<file path="config.mk">
export PLATFORM = sky130hd
export DESIGN_NAME = sorted_min_priority_queue
export DESIGN_NICKNAME = d
export VERILOG_FILES = /design/src/smpq_pkg.sv /design/src/smpq_cell.sv /design/src/sorted_min_priority_queue.sv
export VERILOG_INCLUDE_DIRS = /design/src /design/src/src
export SDC_FILE = /design/constraint.sdc
export NUM_CORES = 2
export LEC_CHECK = 0
export BUFFER_PORTS_ARGS = -buffer_cell sky130_fd_sc_hd__buf_2
export CAP_MARGIN = 40
export CORE_MARGIN = 3
export CORE_UTILIZATION = 40
export DETAILED_ROUTE_END_ITERATION = 16
export GPL_TIMING_DRIVEN = 0
export SYNTH_ARGS = -nofsm -noshare
export SYNTH_HDL_FRONTEND = slang
export SYNTH_SLANG_ARGS = --single-unit
</file>
<file path="constraint.sdc">
create_clock -name clk -period 10.53 [get_ports clk]
set_input_delay 2.106 -clock clk [delete_from_list [all_inputs] [get_ports clk]]
set_output_delay 2.106 -clock clk [all_outputs]
set_load 0.02 [all_outputs]
</file>
<file path="src/assert_macros.svh">
// ----------------------------------------------------------------------------
// Assertion macros
// Shared concurrent assertion helpers for the sorted priority queue.
// ----------------------------------------------------------------------------
`ifndef ASSERT_MACROS_SVH
`define ASSERT_MACROS_SVH

// Implication checked at every rising clock edge outside reset.
`define SMPQ_ASSERT_IMPL(lbl, ante, cons, msg) \
  lbl: assert property (@(posedge clk) disable iff (rst) (ante) |-> (cons)) \
    else $error(msg);

// Next-cycle implication checked outside reset.
`define SMPQ_ASSERT_NEXT(lbl, ante, cons, msg) \
  lbl: assert property (@(posedge clk) disable iff (rst) (ante) |=> (cons)) \
    else $error(msg);

`endif

</file>
<file path="src/smpq_pkg.sv">
// ----------------------------------------------------------------------------
// Sorted priority queue package
// Sizes, command and error codes, transaction payloads and cell control.
// ----------------------------------------------------------------------------
package smpq_pkg;

  // Number of cells, one stored value per cell.
  localparam int DEPTH = 16;
  localparam int CNT_W = $clog2(DEPTH + 1);
  localparam int DATA_W = 32;
  localparam int COUNT_FIELD_W = 5;

  typedef enum logic [1:0] {
    CMD_PUSH  = 2'd0,
    CMD_POP   = 2'd1,
    CMD_CLEAR = 2'd2
  } cmd_t;

  typedef enum logic [1:0] {
    ERR_OK        = 2'd0,
    ERR_POP_EMPTY = 2'd1,
    ERR_PUSH_FULL = 2'd2
  } err_t;

  // Per-cell operation broadcast along the row.
  typedef enum logic [1:0] {
    CELL_HOLD,
    CELL_PUSH,
    CELL_POP
  } cell_op_t;

  typedef struct packed {
    cmd_t                     cmd;
    logic signed [DATA_W-1:0] value;
  } in_t;

  typedef struct packed {
    logic signed [DATA_W-1:0] top_value;
    logic [COUNT_FIELD_W-1:0] count;
    logic                     is_empty;
    err_t                     error;
  } out_t;

  typedef struct packed {
    cell_op_t                 op;
    logic signed [DATA_W-1:0] value;
  } cell_ctrl_t;

endpackage

</file>
<file path="src/smpq_cell.sv">
// ----------------------------------------------------------------------------
// Sorted priority queue cell
// Holds one entry, compares it with the broadcast value and shifts with its
// neighbors on push and pop.
// ----------------------------------------------------------------------------
module smpq_cell (
  input  logic                             clk,
  input  smpq_pkg::cell_ctrl_t             ctrl,
  input  logic                             occupied,
  input  logic                             left_lt,
  input  logic signed [smpq_pkg::DATA_W-1:0] left_entry,
  input  logic signed [smpq_pkg::DATA_W-1:0] right_entry,
  output logic                             lt,
  output logic signed [smpq_pkg::DATA_W-1:0] entry
);

  logic signed [smpq_pkg::DATA_W-1:0] entry_next;

  // The entry sorts ahead of the new value when it is stored and smaller.
  assign lt = occupied && (entry < ctrl.value);

  // Keep, insert the new value, or take a neighbor's entry.
  always_comb begin
    entry_next = entry;
    unique case (ctrl.op)
      smpq_pkg::CELL_PUSH: begin
        if (lt) begin
          entry_next = entry;
        end else if (left_lt) begin
          entry_next = ctrl.value;
        end else begin
          entry_next = left_entry;
        end
      end
      smpq_pkg::CELL_POP: begin
        entry_next = right_entry;
      end
      default: begin
        entry_next = entry;
      end
    endcase
  end

  // Payload register, no reset needed.
  always_ff @(posedge clk) begin
    entry <= entry_next;
  end

endmodule

</file>
<file path="src/sorted_min_priority_queue.sv">
// ----------------------------------------------------------------------------
// Sorted minimum priority queue
// Row of compare-and-shift cells keeping signed values in ascending order.
// ----------------------------------------------------------------------------
// Usage:
//   Input channel in_valid / in_ready / in_data carries a command (push,
//   pop, clear) and a value. Output channel out_valid / out_ready / out_data
//   returns one status transaction per command: the smallest value (zero
//   when empty), the count, an empty flag and an error code.
//   All cells compare against the broadcast value and shift on the same
//   edge, so the row of DEPTH cells sets no extra latency. The status
//   appears in the output register in the cycle after acceptance, and one
//   command can be taken every cycle while the output is not stalled.
//   A command is accepted while the output register is empty or is being
//   drained in the same cycle; when the receiver stalls, the result holds
//   and in_ready drops until it is taken.
//   Reset empties the queue and the output register. Pop on an empty queue
//   reports error 1; push on a full queue drops the value with error 2.
//   Command code 3 changes nothing and reports the status with no error.
// ----------------------------------------------------------------------------
`include "assert_macros.svh"

module sorted_min_priority_queue (
  input  logic           clk,
  input  logic           rst,
  input  logic           in_valid,
  output logic           in_ready,
  input  smpq_pkg::in_t  in_data,
  output logic           out_valid,
  input  logic           out_ready,
  output smpq_pkg::out_t out_data
);

  logic                               in_acc;
  logic [smpq_pkg::CNT_W-1:0]         count;
  logic [smpq_pkg::CNT_W-1:0]         count_next;
  smpq_pkg::err_t                     err;
  smpq_pkg::cell_ctrl_t               ctrl;
  logic signed [smpq_pkg::DATA_W-1:0] head_next;
  logic                               is_full;
  logic                               is_zero;

  logic signed [smpq_pkg::DATA_W-1:0] entries [smpq_pkg::DEPTH+1];
  logic                               lts     [smpq_pkg::DEPTH+1];
  logic                               occ     [smpq_pkg::DEPTH];

  assign in_ready = !out_valid || out_ready;
  assign in_acc   = in_valid && in_ready;
  assign is_full  = (count == smpq_pkg::CNT_W'(smpq_pkg::DEPTH));
  assign is_zero  = (count == '0);

  // Decode the command into a cell operation, new count and error.
  always_comb begin
    ctrl.op    = smpq_pkg::CELL_HOLD;
    ctrl.value = in_data.value;
    count_next = count;
    err        = smpq_pkg::ERR_OK;
    if (in_acc) begin
      unique case (in_data.cmd)
        smpq_pkg::CMD_PUSH: begin
          if (is_full) begin
            err = smpq_pkg::ERR_PUSH_FULL;
          end else begin
            ctrl.op    = smpq_pkg::CELL_PUSH;
            count_next = count + smpq_pkg::CNT_W'(1);
          end
        end
        smpq_pkg::CMD_POP: begin
          if (is_zero) begin
            err = smpq_pkg::ERR_POP_EMPTY;
          end else begin
            ctrl.op    = smpq_pkg::CELL_POP;
            count_next = count - smpq_pkg::CNT_W'(1);
          end
        end
        smpq_pkg::CMD_CLEAR: begin
          count_next = '0;
        end
        default: begin
          count_next = count;
        end
      endcase
    end
  end

  // The head cell's value after this command, for the status transaction.
  always_comb begin
    unique case (ctrl.op)
      smpq_pkg::CELL_PUSH: head_next = lts[1] ? entries[0] : in_data.value;
      smpq_pkg::CELL_POP:  head_next = entries[1];
      default:             head_next = entries[0];
    endcase
  end

  // The row of cells; the left end always admits an insertion.
  assign lts[0] = 1'b1;
  assign entries[smpq_pkg::DEPTH] = entries[smpq_pkg::DEPTH-1];

  for (genvar g = 0; g < smpq_pkg::DEPTH; g++) begin : g_cell
    logic signed [smpq_pkg::DATA_W-1:0] left_entry;

    assign occ[g] = (smpq_pkg::CNT_W'(g) < count);
    if (g == 0) begin : g_first
      assign left_entry = in_data.value;
    end else begin : g_rest
      assign left_entry = entries[g-1];
    end

    smpq_cell u_cell (
      .clk         (clk),
      .ctrl        (ctrl),
      .occupied    (occ[g]),
      .left_lt     (lts[g]),
      .left_entry  (left_entry),
      .right_entry (entries[g+1]),
      .lt          (lts[g+1]),
      .entry       (entries[g])
    );
  end

  // Count register.
  always_ff @(posedge clk) begin
    if (rst) begin
      count <= '0;
    end else begin
      count <= count_next;
    end
  end

  // Output register for the status transaction.
  always_ff @(posedge clk) begin
    if (rst) begin
      out_valid <= 1'b0;
    end else if (in_acc) begin
      out_valid <= 1'b1;
    end else if (out_ready) begin
      out_valid <= 1'b0;
    end
  end

  always_ff @(posedge clk) begin
    if (in_acc) begin
      out_data.top_value <= (count_next == '0) ? '0 : head_next;
      out_data.count     <= smpq_pkg::COUNT_FIELD_W'(count_next);
      out_data.is_empty  <= (count_next == '0);
      out_data.error     <= err;
    end
  end

  // Checks on the count and the reported status.
  `SMPQ_ASSERT_IMPL(a_count_bound, 1'b1, count <= smpq_pkg::CNT_W'(smpq_pkg::DEPTH), "count above depth")
  `SMPQ_ASSERT_NEXT(a_push_grows, in_acc && in_data.cmd == smpq_pkg::CMD_PUSH && !is_full, count == $past(count) + smpq_pkg::CNT_W'(1), "push did not grow count")
  `SMPQ_ASSERT_IMPL(a_pop_empty_flag, out_valid && out_data.error == smpq_pkg::ERR_POP_EMPTY, out_data.is_empty && out_data.top_value == '0, "empty pop status wrong")

endmodule
</file>
==> flow_summary.ini <==
[outcome]
run_status = completed

[yosys]
synth_mux_area_share_pct = 7.55
syn_nets = 4382
synth-main-ff-cell = sky130_fd_sc_hd__edfxtp_1
synth_fa_ha_area_share_pct = 15.8
synth-edff-count = 520
synth.avg_cell_area_um2 = 10.3
netlist.top_cell.by_area = sky130_fd_sc_hd__edfxtp_1
synth.ff_latch_count = 558
yosys-top-cells-area = sky130_fd_sc_hd__edfxtp_1, sky130_fd_sc_hd__ha_1, sky130_fd_sc_hd__mux2i_1, sky130_fd_sc_hd__nand2_1, sky130_fd_sc_hd__o21ai_0
post_synth_inst_count = 3843
synth-compound-area-share_pct = 17.2
synthMostInstantiatedCell = sky130_fd_sc_hd__edfxtp_1
post_synth_most_frequent_cells = sky130_fd_sc_hd__edfxtp_1, sky130_fd_sc_hd__ha_1, sky130_fd_sc_hd__nand2_1, sky130_fd_sc_hd__mux2i_1, sky130_fd_sc_hd__o21ai_0
post_synth_and_or_nand_nor_area_fraction_pct = 14.1
yosysWarnings = 0
synth_largest_type_area_fraction_pct = 39.5
synth.cell_area_mm2 = 0.0396
share_of_synthesized_flip_flops_with_an_asynchronous_set_or_reset_pct = 0
number_of_library_cell_types_mapped_by_synthesis = 75
synthXorXnorAreaFrac_pct = 0.0221
synth-seq-area-share_pct = 41.4
main_combinational_cell_family_by_area_after_synthesis = compound AO/OA/AOI/OAI gates

[routing]
met1Wirelength_um = 63700
top_signal_layer_used = met4
detail_route.wirelength_um = 143000
post_detailed_route_wirelength_per_cell_um = 26.6
drc = 0
detailedRoute.firstPassIterationCount = 7
post_drt_via_cell_ratio = 6.21
detailedRoute.firstIterationViolations = 3920
detailroute.via_count = 33400
met3WireLength_um = 13000
wl_met2_um = 60900
drtAntennaViolNets = 0

[setup_path]
cp_common_cell = sky130_fd_sc_hd__clkbuf_1
buf_inv_stages_crit_path = 12
cp_max_fo = 38
critPathTopFamily = buffers and inverters
worst_ep_required_ps = 10870
timing.critical_path.cells = buf_2, nand2b_1, nand2_1, inv_2, buf_12, nand2_1, inv_1, ha_1, clkbuf_1, clkbuf_1, clkbuf_1, clkbuf_1, nor2_1, buf_4, clkbuf_1, buf_6, a21oi_4, buf_12
critical_path.endpoint_type = flop
cp_data_arrival_time_ps = 7570
critical_path.max_stage_delay_ps = 710
critical_path_class = input port to flop
worstSetupStartpointType = input port
flop2flop_setup_slack_ps = 4020
highest_delay_cell_along_the_critical_path = sky130_fd_sc_hd__clkbuf_1

[global_route]
wire_length_of_the_first_global_routing_pass_um = 208000
grt_max_degree = 39
grt-ovfl-total = 0
track_usage_pct = 27.0
first_global_vias = 31800
grt_antenna_before_repair = 3

[placed_design]
placed_cells = 5247
globalplace.congestion = 0.925
number_of_buffer_cells_added_on_primary_ports = 78
detailedPlacementHpwl_um = 114000

[sta]
max-slew-margin-rel_pct = 31.4
worstMarginPinSlew_ps = 1030
min_period_over_period_pct = 68.7
maximum_operating_frequency_mhz = 138
layout_min_cycle_time_ps = 7240
final_skew_ps = 22.7
grt_setup_unrepaired = false
finalSetupViolCount = 0
hold-worst-slack_ps = 508
report.final.slew_viol_count = 0
final-hold-violation-count = 0

[layout]
nets = 4583
fraction_of_final_layout_cells_with_drive_strength_greater_than_1_pct = 9.37
register_area_mm2 = 0.0164
n_fill_cell = 9200
final_cell_count_no_fill = 5375
area.growth.synth_to_final_pct = 13.3
multiInputGateArea_mm2 = 0.0218

[job]
cap_violations = 0

[cts]
cts-root-buf = sky130_fd_sc_hd__clkbuf_16
insertion_delay_ps = 640
path_clk_slew_ps = 60
postCtsHoldBufs = 0
cts_max_level = 3
post_cts.resized_instances = 0
tritoncts.num_buffers = 67
post-cts-setup-buffer-count = 0
max-clock-path-buffers = 3
tritoncts = yes
tritoncts_num_sinks = 558

[die]
die_width_um = 321
fp.dieArea_mm2 = 0.103
core_mm2 = 0.0974
row_count = 114
effective_utilization_at_floorplan_pct = 40.6
chipHeight_um = 321
io_pins = 80

[power_and_ir_drop]
power_density_mw_per_mm2 = 129
peakVddDrop_mv = 0.107
cellLeakagePower_nw = 18.6

[min_path]
worst_hold_check_path_type = flop to flop
==> layout by cell type (no fill, tap or decap), types with 19 or more instances in the layout <==
master / instances
sky130_fd_sc_hd__a211oi_1: 36
sky130_fd_sc_hd__a21o_1: 89
sky130_fd_sc_hd__a21oi_1: 163
sky130_fd_sc_hd__a221o_1: 98
sky130_fd_sc_hd__a22oi_1: 100
sky130_fd_sc_hd__buf_2: 121
sky130_fd_sc_hd__buf_6: 45
sky130_fd_sc_hd__clkbuf_1: 180
sky130_fd_sc_hd__clkbuf_16: 70
sky130_fd_sc_hd__dfxtp_1: 38
sky130_fd_sc_hd__edfxtp_1: 520
sky130_fd_sc_hd__ha_1: 501
sky130_fd_sc_hd__inv_1: 57
sky130_fd_sc_hd__mux2_2: 35
sky130_fd_sc_hd__mux2i_1: 258
sky130_fd_sc_hd__nand2_1: 497
sky130_fd_sc_hd__nand2b_1: 23
sky130_fd_sc_hd__nand3_1: 123
sky130_fd_sc_hd__nand4_1: 80
sky130_fd_sc_hd__nor2_1: 164
sky130_fd_sc_hd__nor2b_1: 78
sky130_fd_sc_hd__nor3_1: 19
sky130_fd_sc_hd__nor3b_1: 97
sky130_fd_sc_hd__o211ai_1: 86
sky130_fd_sc_hd__o21ai_0: 253
sky130_fd_sc_hd__o21ai_1: 49
sky130_fd_sc_hd__o31ai_1: 36
sky130_fd_sc_hd__or3_1: 38
==> area by class of cell <==
class	instances	share of cell area (%)
Multi-Input combinational cell	2971	48.6
Inverter	60	0.502
Clock inverter	21	0.352
Timing Repair Buffer	132	3.11
Buffer	254	2.98
Tap cell	1276	3.56
Sequential cell	558	36.5
Clock buffer	101	4.32
Antenna cell	2	0.0112
==> flip-flops by register name (all words and copies together), names as in the netlist <==
signal / flops
g_cell.u_cell.entry: 512
count: 5
out_data: 40
out_valid: 1
==> cells by family (layout without fill, tap and decap cells) <==
logic type | after synthesis | count (layout)
xor+xnor | 1 | 1
fa+ha+maj | 501 | 501
simple gates | 1159 | 1159
buf+inv | 314 | 568
compound gates | 1016 | 1016
other cells | 0 | 2
flops | 558 | 558
mux | 294 | 294
==> routing by layer <==
metal	GRT usage, %	vias up
met5	0	-
met3	5.63	220
li1	-	15200
met1	38.9	16300
met2	40.1	1593
met4	9.14	0
==> worst register-to-register path: cells and delay by family (launching register included) <==
family	cells	cell delay (ps)
and+or+nand+nor	4	1080
buffers and inverters	11	3930
AOI/OAI and AO/OA	1	360
adders and majority gates	2	500
DFF	1	320
==> final timing paths <==
path | to | startpoint | cells past startpoint
setup / recovery | g_cell[5].u_cell.entry[1]$_DFFE_PP_ | out_ready | 18
hold / removal | g_cell[0].u_cell.entry[0]$_DFF_P_ | g_cell[0].u_cell.entry[0]$_DFF_P_ | 2
setup reg to reg | g_cell[5].u_cell.entry[1]$_DFFE_PP_ | count[1]$_SDFF_PP0_ | 18
hold reg to reg | g_cell[0].u_cell.entry[0]$_DFF_P_ | g_cell[0].u_cell.entry[0]$_DFF_P_ | 2
==> power breakdown <==
| part | leakage [nW] | internal, mW | switching (mW) |
|---|---|---|---|
| sequential | 5.12 | 2.53 | 0.0748 |
| clock | 1.03 | 1.30 | 1.02 |
| combinational | 12.5 | 0.320 | 0.527 |
==> stage by stage <==
| stage | power (mW) | TNS, ps | utilization (%) | instance area, um^2 | setup WS, ps |
|---|---|---|---|---|---|
| 2_1_floorplan | 3.15 | 0 | - | 39600 | 3270 |
| 3_3_place_gp | 3.42 | -32730 | 42.7 | 41600 | -662 |
| 3_5_place_dp | 3.47 | 0 | 43.8 | 42700 | 2670 |
| 4_1_cts | 5.78 | 0 | 46.0 | 44800 | 3350 |
| 5_1_grt | 5.97 | 0 | 46.0 | 44800 | 3100 |
| 6_report | 5.78 | 0 | 46.0 | 44800 | 3290 |
Power figures use the tool's default switching activity.
